<file path="src/sv/oversampled_tube_distortion_macros.svh">
// Assertion macros shared by the block.
`ifndef OVERSAMPLED_TUBE_DISTORTION_MACROS_SVH
`define OVERSAMPLED_TUBE_DISTORTION_MACROS_SVH

// A same-cycle implication checked at every clock edge outside reset.
`define OTD_ASSERT_IMP(label, clk, rst_n, ante, cons, msg) \
  label: assert property (@(posedge clk) disable iff (!rst_n) (ante) |-> (cons)) \
    else $error(msg);

// A next-cycle implication checked at every clock edge outside reset.
`define OTD_ASSERT_NEXT(label, clk, rst_n, ante, cons, msg) \
  label: assert property (@(posedge clk) disable iff (!rst_n) (ante) |=> (cons)) \
    else $error(msg);

`endif

</file>
<file path="src/sv/otd_pkg.sv">
`default_nettype none
package otd_pkg;
  localparam int CHANNELS_DEF = 2;
  localparam int SW = 24;
  localparam int DW = 18;
  localparam int MW = 34;
  localparam int MBITS = 48;
  localparam logic [DW-1:0] DRIVE_RESET = 18'd40960;
  localparam logic [DW-1:0] DRIVE_MAX = 18'd131072;
  localparam logic signed [MW-1:0] HP_COEF = 34'sd32113;
  localparam logic signed [MW-1:0] LP_COEF = 34'sd12000;
  localparam logic signed [MW-1:0] THR_POS = 34'sd1200000;
  localparam logic signed [MW-1:0] THR_NEG = -34'sd900000;
  localparam logic signed [MW-1:0] S24_MAX = 34'sd8388607;
  localparam logic signed [MW-1:0] S24_MIN = -34'sd8388608;
  localparam logic signed [MW-1:0] S32_MAX = 34'sd2147483647;
  localparam logic signed [MW-1:0] S32_MIN = -34'sd2147483648;

  typedef enum logic [6:0] {
    ST_IDLE = 7'b0000001,
    ST_HP   = 7'b0000010,
    ST_DRV  = 7'b0000100,
    ST_CLIP = 7'b0001000,
    ST_LP   = 7'b0010000,
    ST_FIN  = 7'b0100000,
    ST_OUT  = 7'b1000000
  } state_t;

  typedef struct packed {
    logic start;
    logic busy;
  } mul_ctl_t;

  function automatic logic signed [MW-1:0] sat(
    input logic signed [MW-1:0] v, input logic signed [MW-1:0] lo,
    input logic signed [MW-1:0] hi);
    if (v > hi) return hi;
    if (v < lo) return lo;
    return v;
  endfunction

  function automatic logic signed [MW-1:0] knee(input logic signed [MW-1:0] x);
    if (x > THR_POS) return THR_POS + ((x - THR_POS) >>> 10);
    if (x < THR_NEG) return THR_NEG + ((x - THR_NEG) >>> 10);
    return x;
  endfunction
endpackage
`default_nettype wire

</file>
<file path="src/sv/oversampled_tube_distortion.sv">
`default_nettype none
// Channel  Ports                          Direction
// in       in_valid/in_ready, fields      input beat
// out      out_valid/out_ready, field     result beat
// cfg      cfg_we/cfg_wdata               register write
// A beat is accepted, then passes the high-pass, drive, clip, low-pass and final states
// before its result is offered. Three products go through one bit-serial multiplier.
// Reset clears filter state and sets the drive to its default.
// A result waits in its output register; the next beat is taken once the
// result has gone.
module oversampled_tube_distortion #(
  parameter int CHANNELS = otd_pkg::CHANNELS_DEF
) (
  input  wire logic                           clk,
  input  wire logic                           rst_n,
  input  wire logic                           in_valid,
  output logic                                in_ready,
  input  wire logic signed [otd_pkg::SW-1:0]  in_sample_in,
  input  wire logic                           in_channel,
  output logic                                out_valid,
  input  wire logic                           out_ready,
  output logic signed [otd_pkg::SW-1:0]       out_sample_out,
  input  wire logic                           cfg_we,
  input  wire logic [otd_pkg::DW-1:0]         cfg_wdata
);
  import otd_pkg::*;
  `include "oversampled_tube_distortion_macros.svh"
  localparam int CW = (CHANNELS > 1) ? $clog2(CHANNELS) : 1;

  logic signed [SW-1:0] pin_r [CHANNELS];
  logic signed [31:0] php_r [CHANNELS], pdr_r [CHANNELS], plp_r [CHANNELS];
  logic [DW-1:0] drive_r;
  state_t st_r, st_nxt;
  logic [CW-1:0] ch_r;
  logic signed [SW-1:0] x_r;
  logic signed [MW-1:0] hp_r, d_r, y_r, opa;
  logic [DW-1:0] opb;
  logic signed [SW-1:0] res_r;
  logic go_r;
  mul_ctl_t ctl;
  logic mdone;
  logic signed [MBITS-1:0] prod;
  logic signed [MW-1:0] mid, y0, y1;
  logic signed [MBITS-1:0] hps, lps, dsh;
  logic [CW-1:0] chsel;

  assign chsel = (CHANNELS == 1) ? '0 :
                 ((32'(in_channel) >= CHANNELS) ? CW'(CHANNELS - 1) : CW'(in_channel));
  assign in_ready = st_r == ST_IDLE;
  assign out_valid = st_r == ST_OUT;
  assign out_sample_out = res_r;
  assign ctl.start = go_r;
  assign ctl.busy = !(st_r == ST_IDLE || st_r == ST_OUT);

  always_comb begin
    unique case (st_r)
      ST_DRV:  begin opa = hp_r; opb = drive_r; end
      ST_LP:   begin opa = y_r - MW'(plp_r[ch_r]); opb = DW'(LP_COEF); end
      default: begin opa = MW'(php_r[ch_r]); opb = DW'(HP_COEF); end
    endcase
  end

  otd_mul u_mul (.clk(clk), .rst_n(rst_n), .ctl(ctl), .a(opa), .b(opb),
    .done(mdone), .p(prod));

  assign hps = MBITS'(x_r) - MBITS'(pin_r[ch_r]) + (prod >>> 15);
  assign dsh = prod >>> 8;
  assign mid = (d_r + MW'(pdr_r[ch_r])) >>> 1;
  assign y0 = knee(sat(d_r, S24_MIN, S24_MAX));
  assign y1 = knee(sat(mid, S24_MIN, S24_MAX));
  assign lps = MBITS'(plp_r[ch_r]) + (prod >>> 15);

  always_comb begin
    st_nxt = st_r;
    unique case (st_r)
      ST_IDLE: if (in_valid) st_nxt = ST_HP;
      ST_HP:   if (mdone) st_nxt = ST_DRV;
      ST_DRV:  if (mdone) st_nxt = ST_CLIP;
      ST_CLIP: st_nxt = ST_LP;
      ST_LP:   if (mdone) st_nxt = ST_FIN;
      ST_FIN:  st_nxt = ST_OUT;
      ST_OUT:  if (out_ready) st_nxt = ST_IDLE;
      default: st_nxt = ST_IDLE;
    endcase
  end

  always_ff @(posedge clk) begin
    if (!rst_n) begin
      st_r <= ST_IDLE;
      go_r <= 1'b0;
      drive_r <= DRIVE_RESET;
      for (int i = 0; i < CHANNELS; i++) begin
        pin_r[i] <= '0; php_r[i] <= '0; pdr_r[i] <= '0; plp_r[i] <= '0;
      end
    end else begin
      st_r <= st_nxt;
      go_r <= 1'b0;
      if (cfg_we) drive_r <= (cfg_wdata > DRIVE_MAX) ? DRIVE_MAX : cfg_wdata;
      unique case (st_r)
        ST_IDLE: if (in_valid) begin
          x_r <= in_sample_in; ch_r <= chsel; go_r <= 1'b1;
        end
        ST_HP: if (mdone) begin
          hp_r <= MW'(signed'(hps[31:0]));
          php_r[ch_r] <= hps[31:0];
          pin_r[ch_r] <= x_r;
          go_r <= 1'b1;
        end
        ST_DRV: if (mdone) d_r <= (dsh > MBITS'(S32_MAX)) ? S32_MAX :
                                  ((dsh < MBITS'(S32_MIN)) ? S32_MIN : MW'(dsh));
        ST_CLIP: begin
          y_r <= (y0 + y1) >>> 1;
          pdr_r[ch_r] <= d_r[31:0];
          go_r <= 1'b1;
        end
        ST_LP: if (mdone) begin
          plp_r[ch_r] <= lps[31:0];
          y_r <= MW'(signed'(lps[31:0]));
        end
        ST_FIN: res_r <= SW'(sat(y_r, S24_MIN, S24_MAX));
        default: ;
      endcase
    end
  end

  `OTD_ASSERT_NEXT(a_go_once, clk, rst_n, go_r, !go_r, "multiplier started twice")
  `OTD_ASSERT_NEXT(a_out_hold, clk, rst_n, out_valid && !out_ready,
    out_valid && $stable(out_sample_out), "result dropped")
  `OTD_ASSERT_IMP(a_done_busy, clk, rst_n, mdone, ctl.busy, "done while idle")
endmodule
`default_nettype wire

</file>
<file path="src/sv/otd_mul.sv">
`default_nettype none
// Shift-and-add multiplier: one bit of the unsigned multiplier per cycle.
module otd_mul (
  input  wire logic                            clk,
  input  wire logic                            rst_n,
  input  wire otd_pkg::mul_ctl_t               ctl,
  input  wire logic signed [otd_pkg::MW-1:0]   a,
  input  wire logic [otd_pkg::DW-1:0]          b,
  output logic                                 done,
  output logic signed [otd_pkg::MBITS-1:0]     p
);
  import otd_pkg::*;
  logic signed [MBITS-1:0] acc_r, acc_nxt, mc_r, mc_nxt;
  logic [DW-1:0] mp_r, mp_nxt;
  logic [4:0] cnt_r, cnt_nxt;
  logic run_r, run_nxt;

  always_comb begin
    acc_nxt = acc_r; mc_nxt = mc_r; mp_nxt = mp_r; cnt_nxt = cnt_r; run_nxt = run_r;
    if (ctl.start) begin
      acc_nxt = '0;
      mc_nxt = MBITS'(a);
      mp_nxt = b;
      cnt_nxt = 5'(DW);
      run_nxt = 1'b1;
    end else if (run_r) begin
      if (mp_r[0]) acc_nxt = acc_r + mc_r;
      mc_nxt = mc_r <<< 1;
      mp_nxt = mp_r >> 1;
      cnt_nxt = cnt_r - 5'd1;
      if (cnt_r == 5'd1) run_nxt = 1'b0;
    end
  end

  always_ff @(posedge clk) begin
    if (!rst_n) begin
      run_r <= 1'b0;
      cnt_r <= '0;
    end else begin
      run_r <= run_nxt;
      cnt_r <= cnt_nxt;
    end
    acc_r <= acc_nxt;
    mc_r <= mc_nxt;
    mp_r <= mp_nxt;
  end

  assign done = run_r && (cnt_r == 5'd1) && !ctl.start;
  assign p = (mp_r[0]) ? acc_r + mc_r : acc_r;
endmodule
`default_nettype wire
</file>
<file path="config.mk">
export PLATFORM = sky130hd
export DESIGN_NAME = oversampled_tube_distortion
export DESIGN_NICKNAME = d
export VERILOG_FILES = /design/src/sv/otd_pkg.sv /design/src/sv/oversampled_tube_distortion.sv /design/src/sv/otd_mul.sv
export VERILOG_INCLUDE_DIRS = /design/src /design/src/sv
export SDC_FILE = /design/constraint.sdc
export NUM_CORES = 1
export LEC_CHECK = 0
export BUFFER_PORTS_ARGS = -buffer_cell sky130_fd_sc_hd__buf_2
export CELL_PAD_IN_SITES_DETAIL_PLACEMENT = 1
export CELL_PAD_IN_SITES_GLOBAL_PLACEMENT = 1
export CORE_UTILIZATION = 54
export CTS_CLUSTER_SIZE = 24
export DETAILED_ROUTE_END_ITERATION = 8
export PLACE_DENSITY_LB_ADDON = 0.1
export SYNTH_ARGS = -nofsm -noshare
export SYNTH_HDL_FRONTEND = slang
export SYNTH_SLANG_ARGS = --single-unit
</file>
<file path="constraint.sdc">
create_clock -name clk -period 20.3 [get_ports clk]
set_clock_uncertainty 0.15 [all_clocks]
set_input_delay 3.045 -clock clk [delete_from_list [all_inputs] [get_ports clk]]
set_output_delay 3.045 -clock clk [all_outputs]
set_load 0.01 [all_outputs]
</file>
After elaboration in Yosys (flattened, before gate mapping)
Memory sizes are Yosys's and may differ from the RTL's. A register that Yosys moved wholly into a read port is not among the register bits. Index checks and enable logic that the tools add are counted.

$add $sub $neg: 16. $lt $le $gt $ge: 13. Eq/ne operators: 13. Multiplexer cells: 90. Bitwise operators: 1. Reductions and logical operators: 17.

Operator list (number): two-way mux 34 bit (18); two-way mux 48 bit (3); one-hot mux 34 bit (2 select lines) (2); two-way mux 24 bit (5); two-way mux 32 bit (3); OR reduction 32 bit (3); > comparator 34 x 22 -> 1 bit (second input constant) (2); > comparator 34 x 24 -> 1 bit (second input constant) (2); less-than comparator 34 x 21 -> 1 bit (second input constant) (2); less-than comparator 34 x 24 -> 1 bit (second input constant) (2); subtractor 34 x 21 -> 34 bit (second input constant) (2); subtractor 34 x 22 -> 34 bit (second input constant) (2); two-way mux 18 bit (3); adder 21 x 24 -> 25 bit (first input constant) (2); adder 22 x 24 -> 25 bit (first input constant) (2); one-hot mux 7 bit (7 select lines) (1); adder 48 bit (1); two-way mux 1 bit (46); > comparator 40 x 32 -> 1 bit (second input constant) (1); less-than comparator 40 x 32 -> 1 bit (second input constant) (1); one-hot mux 18 bit (2 select lines) (1); two-way mux 7 bit (5); adder 34 x 32 -> 34 bit (1); adder 34 bit (1); 29 further kinds (39).

Bits in registers: 295. RAM bits: 240. Input port bits: 48. Output and inout port bits: 26. Logic and storage cells: 170. Memories: 4.

Memories: pdr_r (depth 2, bits a word 32, rd ports 1, clocked after Yosys merged registers in 1, write ports 2, RTL line oversampled_tube_distortion.sv:31) `logic signed [31:0] php_r [CHANNELS], pdr_r [CHANNELS], plp_r [CHANNELS];`; php_r (depth 2, bits a word 32, rd ports 1, clocked after Yosys merged registers in 1, write ports 2, RTL line oversampled_tube_distortion.sv:31); plp_r (depth 2, bits a word 32, rd ports 1, clocked after Yosys merged registers in 1, write ports 2, RTL line oversampled_tube_distortion.sv:31); pin_r (depth 2, bits a word 24, rd ports 1, clocked after Yosys merged registers in 1, write ports 2, RTL line oversampled_tube_distortion.sv:30) `logic signed [SW-1:0] pin_r [CHANNELS];`.

Depth between registers and ports, before layout
Gate-level depths: netlist of run 1.

Depth in word-level cells: 14. Gate-level depth with buffers: 48. Depth with buffers taken out: 42.

Hierarchy
A second synthesis of run 1 with hierarchy kept.

Cell total of the unflattened synthesis: 4252. Area, all modules: 39135.0 sq um.

Modules (own cells, without submodules): oversampled_tube_distortion (instances 1, cells each 3390, area each 31053.5 sq um, sequential area each 12191.7 sq um); otd_mul (instances 1, cells each 862, area each 8081.5 sq um, sequential area each 3062.9 sq um).

Least setup slack after synthesis of run 1
No wires, ideal clock.

Kind: reg-to-reg. Start: reg (tool-made name). End: reg y_r[31] (data pin). Setup time: 180 ps. Arrival time: 11473 ps. Required time: 19970 ps. Slack: 8497 ps. Cell stages (with the launch flop): 47. Path buffers: 7. Period minus slack after synthesis: 11803 ps. Cell sequence: dfxtp_1 -> buf_1 -> buf_1 -> clkbuf_1 -> mux2_2 -> ha_1 -> a21o_1 -> a31o_1 -> a221o_1 -> a211oi_2 -> nor3b_1 -> o21ai_0 -> and2_1 -> nand4_1 -> nor3_1 -> nand4_1 -> ha_1 -> clkbuf_1 -> [... 11 more ...] -> o21a_1 -> fa_1 -> a21o_1 -> a21oi_1 -> o21bai_1 -> a21oi_1 -> o21ai_0 -> a21oi_1 -> nor2b_1 -> o31a_1 -> o41ai_1 -> o311ai_0 -> nand2_1 -> o211ai_1 -> a31o_2 -> a21o_1 -> o311a_1 -> a221oi_1.

RTL lines: to (signal assigned) (RTL line oversampled_tube_distortion.sv:112) `y_r <= (y0 + y1) >>> 1;`; to (signal assigned) (RTL line oversampled_tube_distortion.sv:118) `y_r <= MW'(signed'(lps[31:0]));`; to (decl) (RTL line oversampled_tube_distortion.sv:36) `logic signed [MW-1:0] hp_r, d_r, y_r, opa;`.

==> run_results.csv, run 1 <==
group,metric,value,unit
cells_and_area,multi_input_area,0.0214,sq mm
clocking,htree_num_levels,2,
timing,finalCritPeriodShare,0.628,
cells_and_area,final_nets,4420,
clocking,cts_sinks,535,
cells_and_area,n_fill_cell,7864,
run_status,status,"finished, final reports clean",
timing,setup_tns,0,ps
timing,setup_ws,7560,ps
yosys,ys_warn_count,0,
critical_path,critPathArrivalTime,13080,ps
detailed_routing,routedWlPerCell,26.3,um
place,portBuffers,73,
critical_path,endpoint,"y_r[31]",
power,p_leak,17.0,nW
global_route,grt_antenna_before_repair,4,
critical_path,path_class,"reg -> reg",
detailed_routing,via_per_inst,6.47,
floorplan,die_h,267,um
yosys,syn_area_per_cell,9.24,sq um
flow_run,maxCapViolations,0,
hold_path,hold_path_class,"reg -> reg",
critical_path,end_kind,"flop",
cells_and_area,diodes,0,
global_route,track_usage,0.373,
critical_path,r2r_setup_slack,7560,ps
detailed_routing,drt-initial-drc-count,2679,
yosys,seq_area_frac_synth,0.401,
floorplan,die_area,0.0715,sq mm
critical_path,reg2reg_depth,40,
yosys,synthesis.area,0.0380,sq mm
clocking,clk_latency,680,ps
critical_path,r2r-end,"y_r[31]",
power,irDropWorstVdd,107,uV
detailed_routing,firstDrtPassIters,5,
clocking,numCtsBuffers,60,
yosys,async_flop_share,0,
critical_path,crit_fanout,40,
clocking,cts-root-buf,"clkbuf_16",
global_route,grt_max_degree,82,
timing,holdWs,327,ps
global_route,grt_pass1_vias,33786,
cells_and_area,layout.cells.non_filler,5102,
floorplan,start_util,0.550,
power,power_density,136,mW/mm^2
global_route,grt.overflow.total,0,
clocking,cts_setup_buffers,0,
yosys,netlist_instances,4115,
timing,maxSlewViolCount,0,
clocking,cts_hold_buf,0,
place,gp_congestion,0.970,
detailed_routing,routed_wl,134,mm
place,place_area,0.0395,sq mm
clocking,cts_tree,"done",
timing,worst_slew_pin_slew,1270,ps
critical_path,required,20640,ps
cells_and_area,design_area,0.0415,sq mm
timing,slew_headroom,0.155,
critical_path,slowest_stage,"nor2_1",
cells_and_area,fin_util,0.600,
clocking,clk_path_buf_depth,3,
cells_and_area,seqCellArea,0.0153,sq mm
yosys,ys_types,92,
critical_path,crit_top_cell,"a21oi_1",
yosys,synth_edf_count,454,
floorplan,ios,74,
place,post-place-ws,7720,ps
global_route,grt_pass1_wl,202,mm
timing,timing_hold_violations_final,0,
power,total_power,5.66,mW
yosys,ys_seq_elements,535,
detailed_routing,drc,0,
yosys,synthFlopType,"edfxtp_1",
cells_and_area,syn2layout_area_growth,9.21,%
detailed_routing,drtAntennaViolNets,0,
timing,max_freq,78.5,MHz
cells_and_area,layout-drive-gt1-share,0.0880,
floorplan,die_w,267,um
cells_and_area,final_cell_mix,"edfxtp_1 (454), nor2_1 (448), a21oi_1 (363)",
floorplan,coreArea,0.0692,sq mm
timing,grt_setup_unrepaired,"false",
clocking,cts_resized,0,
timing,finalSetupViolCount,0,
yosys,synth_nets,4415,
floorplan,rows,96,
place,place_inst,4989,
timing,min_period,12740,ps
critical_path,start_kind,"flop",
cells_and_area,final_common_cell,"edfxtp_1",
place,dp_hpwl,97.9,mm
detailed_routing,vias,33020,
clocking,clkTransAtPathRegs,60,ps
critical_path,slowest_delay,840,ps
## routing by layer
layer	vias up	track usage	part of all wire
met1	16544	0.469	0.41
met2	1145	0.616	0.47
met5	-	0	0
met4	0	0.210	0.062
li1	15008	-	-
met3	323	0.0519	0.065
## state kept, by name, indices dropped and copies added, names as in the netlist, 7 cells and up, named ones only
signal,cells
u_mul.mp_r,18
pdr_r,64
d_r,34
y_r,33
u_mul.mc_r,48
u_mul.acc_r,48
drive_r,18
php_r,64
st_r,7
x_r,24
out_sample_out,24
plp_r,64
pin_r,48
hp_r,32
## cells in the mapped netlist (36+ instances only)
| master | count | area share |
|---|---|---|
| nor3_1 | 99 | 0.013 |
| nor2b_1 | 62 | 0.010 |
| edfxtp_1 | 454 | 0.36 |
| a21oi_1 | 363 | 0.048 |
| xor2_1 | 83 | 0.019 |
| clkbuf_1 | 175 | 0.017 |
| xnor2_1 | 160 | 0.037 |
| o21ai_0 | 197 | 0.026 |
| mux2i_1 | 132 | 0.035 |
| and3_1 | 62 | 0.010 |
| dfxtp_1 | 81 | 0.043 |
| a21o_1 | 95 | 0.019 |
| a31oi_1 | 37 | 0.0061 |
| and2_1 | 121 | 0.020 |
| inv_1 | 200 | 0.020 |
| nand3_1 | 86 | 0.011 |
| ha_1 | 216 | 0.071 |
| nor2_1 | 452 | 0.045 |
| nand2b_1 | 42 | 0.0069 |
| mux2_2 | 50 | 0.015 |
| nand2_1 | 313 | 0.031 |
| o21a_1 | 54 | 0.011 |
| fa_1 | 36 | 0.019 |
## area by class of cell
| class | count | share of cell area |
|---|---|---|
| Tap cell | 931 | 0.0280 |
| Inverter | 201 | 0.0182 |
| Timing Repair Buffer | 143 | 0.0214 |
| Multi-Input combinational cell | 3179 | 0.516 |
| Clock inverter | 40 | 0.0113 |
| Clock buffer | 73 | 0.0378 |
| Sequential cell | 535 | 0.367 |
## logic make-up after synthesis
| group | Yosys count | synth area share |
|---|---|---|
| and+or+nand+nor | 1406 | 0.177 |
| AOI/OAI and AO/OA | 1094 | 0.186 |
| DFF | 535 | 0.401 |
| buffers and inverters | 401 | 0.0397 |
| adders and majority gates | 253 | 0.0903 |
| xor gates and xnor gates | 243 | 0.0560 |
| muxes | 183 | 0.0499 |
## how the worst min path moves through the flow
| stage | from | endpoint | slack [ps] | cells after the start |
|---|---|---|---|---|
| global placement | u_mul.acc_r[5] | u_mul.acc_r[5] | 300 | 2 |
| finish | u_mul.acc_r[21] | u_mul.acc_r[21] | 330 | 2 |
| detailed placement | u_mul.acc_r[0] | u_mul.acc_r[0] | 300 | 2 |
| CTS | u_mul.acc_r[21] | u_mul.acc_r[21] | 320 | 2 |
| global route | u_mul.acc_r[20] | u_mul.acc_r[20] | 350 | 2 |
| floorplan | u_mul.acc_r[3] | u_mul.acc_r[3] | 290 | 2 |
## critical path, delay by kind of cell (launching register included)
family	cells	cell delay [ps]
and+or+nand+nor	15	4040
buffers and inverters	1	440
AOI/OAI and AO/OA	19	4890
DFF	1	670
muxes	2	1100
adders and majority gates	3	1320
## power breakdown
| group | total (mW) | switching, mW | internal (mW) |
|---|---|---|---|
| clock | 1.15 | 0.482 | 0.667 |
| combinational | 3.05 | 2.02 | 1.03 |
| sequential | 1.46 | 0.0694 | 1.39 |
(Power assumes the default switching activity.)
==> run 2: changes to the inputs <==
Settings changed: ABC_AREA set to 1, CORE_UTILIZATION 54 to 44.
Clock period 20.3 ns to 10.85 ns, I/O delays scaled along.
==> run 2 against run 1 <==
Sequential share of layout area is 0.69 points lower. Maximum frequency is 28% higher. Synthesized cell count is 21% higher. First-iteration DRC count is 20% lower. Core utilization is 11 points lower. Setup slack worse by 6700 ps. Via count is 4.0% higher. Register-to-register slack worse by 6700 ps. Global-route usage is 7.5 points lower. Non-clock buffer count is 8 lower. Hold slack better by 1.1 ps.
==> run_results.csv, run 2 <==
group,metric,value,unit
detailed_routing,routed_wl,134,mm
yosys,synth_most_common_cell,"nand2_1",
hold_path,hold_path_class,"reg -> reg",
timing,timing_hold_violations_final,0,
detailed_routing,vias,34344,
cells_and_area,layout-drive-gt1-share,0.0963,
clocking,clk_path_buf_depth,3,
critical_path,slowest_delay,600,ps
cells_and_area,syn2layout_area_growth,9.91,%
floorplan,ios,74,
global_route,track_usage,0.298,
floorplan,coreArea,0.0868,sq mm
cells_and_area,reg_top3,"pdr_r: 64 flops, php_r: 64 flops, plp_r: 64 flops",
global_route,grt_max_degree,89,
clocking,cts_sinks,535,
yosys,ys_warn_count,0,
clocking,clkTransAtPathRegs,70,ps
cells_and_area,n_fill_cell,10733,
critical_path,required,11080,ps
detailed_routing,drt-initial-drc-count,2134,
yosys,seq_area_frac_synth,0.396,
clocking,cts_setup_buffers,0,
cells_and_area,final_common_cell,"nand2_1",
yosys,async_flop_share,0,
detailed_routing,drtAntennaViolNets,0,
critical_path,critPathArrivalTime,10170,ps
place,gp_congestion,0.921,
critical_path,slowest_stage,"dfxtp_4",
cells_and_area,final_cell_mix,"nand2_1 (1,125), nor2_1 (607), inv_1 (578)",
timing,worst_slew_pin_slew,1330,ps
timing,setup_tns,0,ps
yosys,synthFlopType,"edfxtp_1",
global_route,grt_pass1_wl,205,mm
yosys,netlist_instances,4959,
yosys,synth_nets,5259,
global_route,grt_antenna_before_repair,4,
timing,grt_setup_unrepaired,"false",
timing,maxSlewViolCount,0,
yosys,ys_seq_elements,535,
global_route,grt.overflow.total,0,
floorplan,die_area,0.0887,sq mm
timing,max_freq,101,MHz
flow_run,maxCapViolations,0,
detailed_routing,drc,0,
timing,slew_headroom,0.105,
clocking,htree_num_levels,2,
place,place_inst,6096,
cells_and_area,diodes,0,
yosys,ys_types,79,
critical_path,crit_top_cell,"nand2_1",
floorplan,start_util,0.444,
yosys,synth_area_leaders,"edfxtp_1 (35%), nand2_1 (11%), ha_1 (7.0%), nor2_1 (6.0%), inv_1 (5.7%)",
floorplan,rows,108,
timing,finalCritPeriodShare,0.916,
clocking,cts_tree,"done",
yosys,synth_top_area_cell,"edfxtp_1",
global_route,grt_pass1_vias,34556,
critical_path,path_class,"reg -> reg",
detailed_routing,firstDrtPassIters,7,
critical_path,crit_fanout,34,
critical_path,crit_family,"simple AND/OR/NAND/NOR gates",
cells_and_area,final_nets,5305,
critical_path,end_kind,"flop",
floorplan,die_h,298,um
clocking,clk_latency,660,ps
cells_and_area,seqCellArea,0.0153,sq mm
yosys,synth_edf_count,454,
floorplan,die_w,298,um
clocking,numCtsBuffers,61,
run_status,status,"finished, final reports clean",
cells_and_area,layout.cells.non_filler,6211,
yosys,synth_top_area_frac,0.354,
cells_and_area,fin_util,0.488,
detailed_routing,via_per_inst,5.53,
place,dp_hpwl,103,mm
critical_path,start_kind,"flop",
clocking,cts-root-buf,"clkbuf_16",
yosys,synthesis.area,0.0385,sq mm
yosys,synth.top_cells.by_count,"nand2_1 (1,132), nor2_1 (612), inv_1 (580)",
yosys,syn_area_per_cell,7.77,sq um
timing,finalSetupViolCount,0,
place,portBuffers,73,
cells_and_area,multi_input_area,0.0203,sq mm
detailed_routing,routedWlPerCell,21.5,um
critical_path,crit_buf_inv,6,
timing,min_period,9940,ps
==> run 2: cell types whose count changed in the layout (fill, tap and decap cells not counted), sizes merged, moves of 113 or more <==
cell,before,now
and2,121,7
inv,203,610
nand2,314,1175
nand3,86,212
nor2,452,638
o21ai,207,356
xnor2,160,47
==> run 2: cell type report <==
cell class / count / area share
clock buffers: 84 / 0.0417
clock inverters: 30 / 0.00981
inverters: 613 / 0.0547
multi-input cells: 3658 / 0.479
flip-flops and latches: 535 / 0.360
well taps: 1155 / 0.0341
repair buffers: 135 / 0.0199
repair inverters: 1 / 0.000118
==> run 2: stage by stage <==
| stage | worst slack [ps] | instance area [sq um] | hold WS [ps] |
|---|---|---|---|
| floorplan | 2160 | 38500 | 291 |
| global placement | 1080 | 40100 | 309 |
| detailed placement | 850 | 40100 | 317 |
| CTS | 815 | 42300 | 328 |
| global route | 71.5 | 42300 | 363 |
| finish | 906 | 42300 | 328 |
==> run 2: kinds of logic after synthesis <==
family | count (synthesis) | synth area share
and+or+nand+nor | 2239 | 0.247
AOI/OAI and AO/OA | 959 | 0.140
buffers and inverters | 766 | 0.0792
DFF | 535 | 0.396
adders and majority gates | 252 | 0.0889
xor gates and xnor gates | 177 | 0.0408
muxes | 31 | 0.00806
==> run 2: path summary, 6_finish.rpt <==
kind	startpoint	end	slack, ps	cells after the start
setup / recovery	flop	y_r[29]	910	53
hold / removal	drive_r[17]	drive_r[17]	330	2
setup reg to reg	flop	y_r[29]	910	53
hold reg to reg	drive_r[17]	drive_r[17]	330	2
==> run 2: what timing repair did <==
action | 4_1_cts | 5_1_grt
hold buffers | 0 | 0
setup endpoints to repair | 0 | 2
resized for setup | 0 | 4
==> run 2: tightest hold or removal path: stages, from the launching register on <==
cell and delay, ps:
dfxtp_1 300, inv_1 70, a211oi_1 60
==> run 2: routing by layer <==
metal	vias up	wire (um)	GRT usage
met1	16771	61300	0.413
met4	0	3580	0.0818
met5	-	0	0
li1	16639	-	-
met3	152	6640	0.0284
met2	782	62100	0.496
Power of run 2 is left out: the tool's default activity adds up to more than one toggle a clock period on the data nets, which glitch-free logic cannot reach.
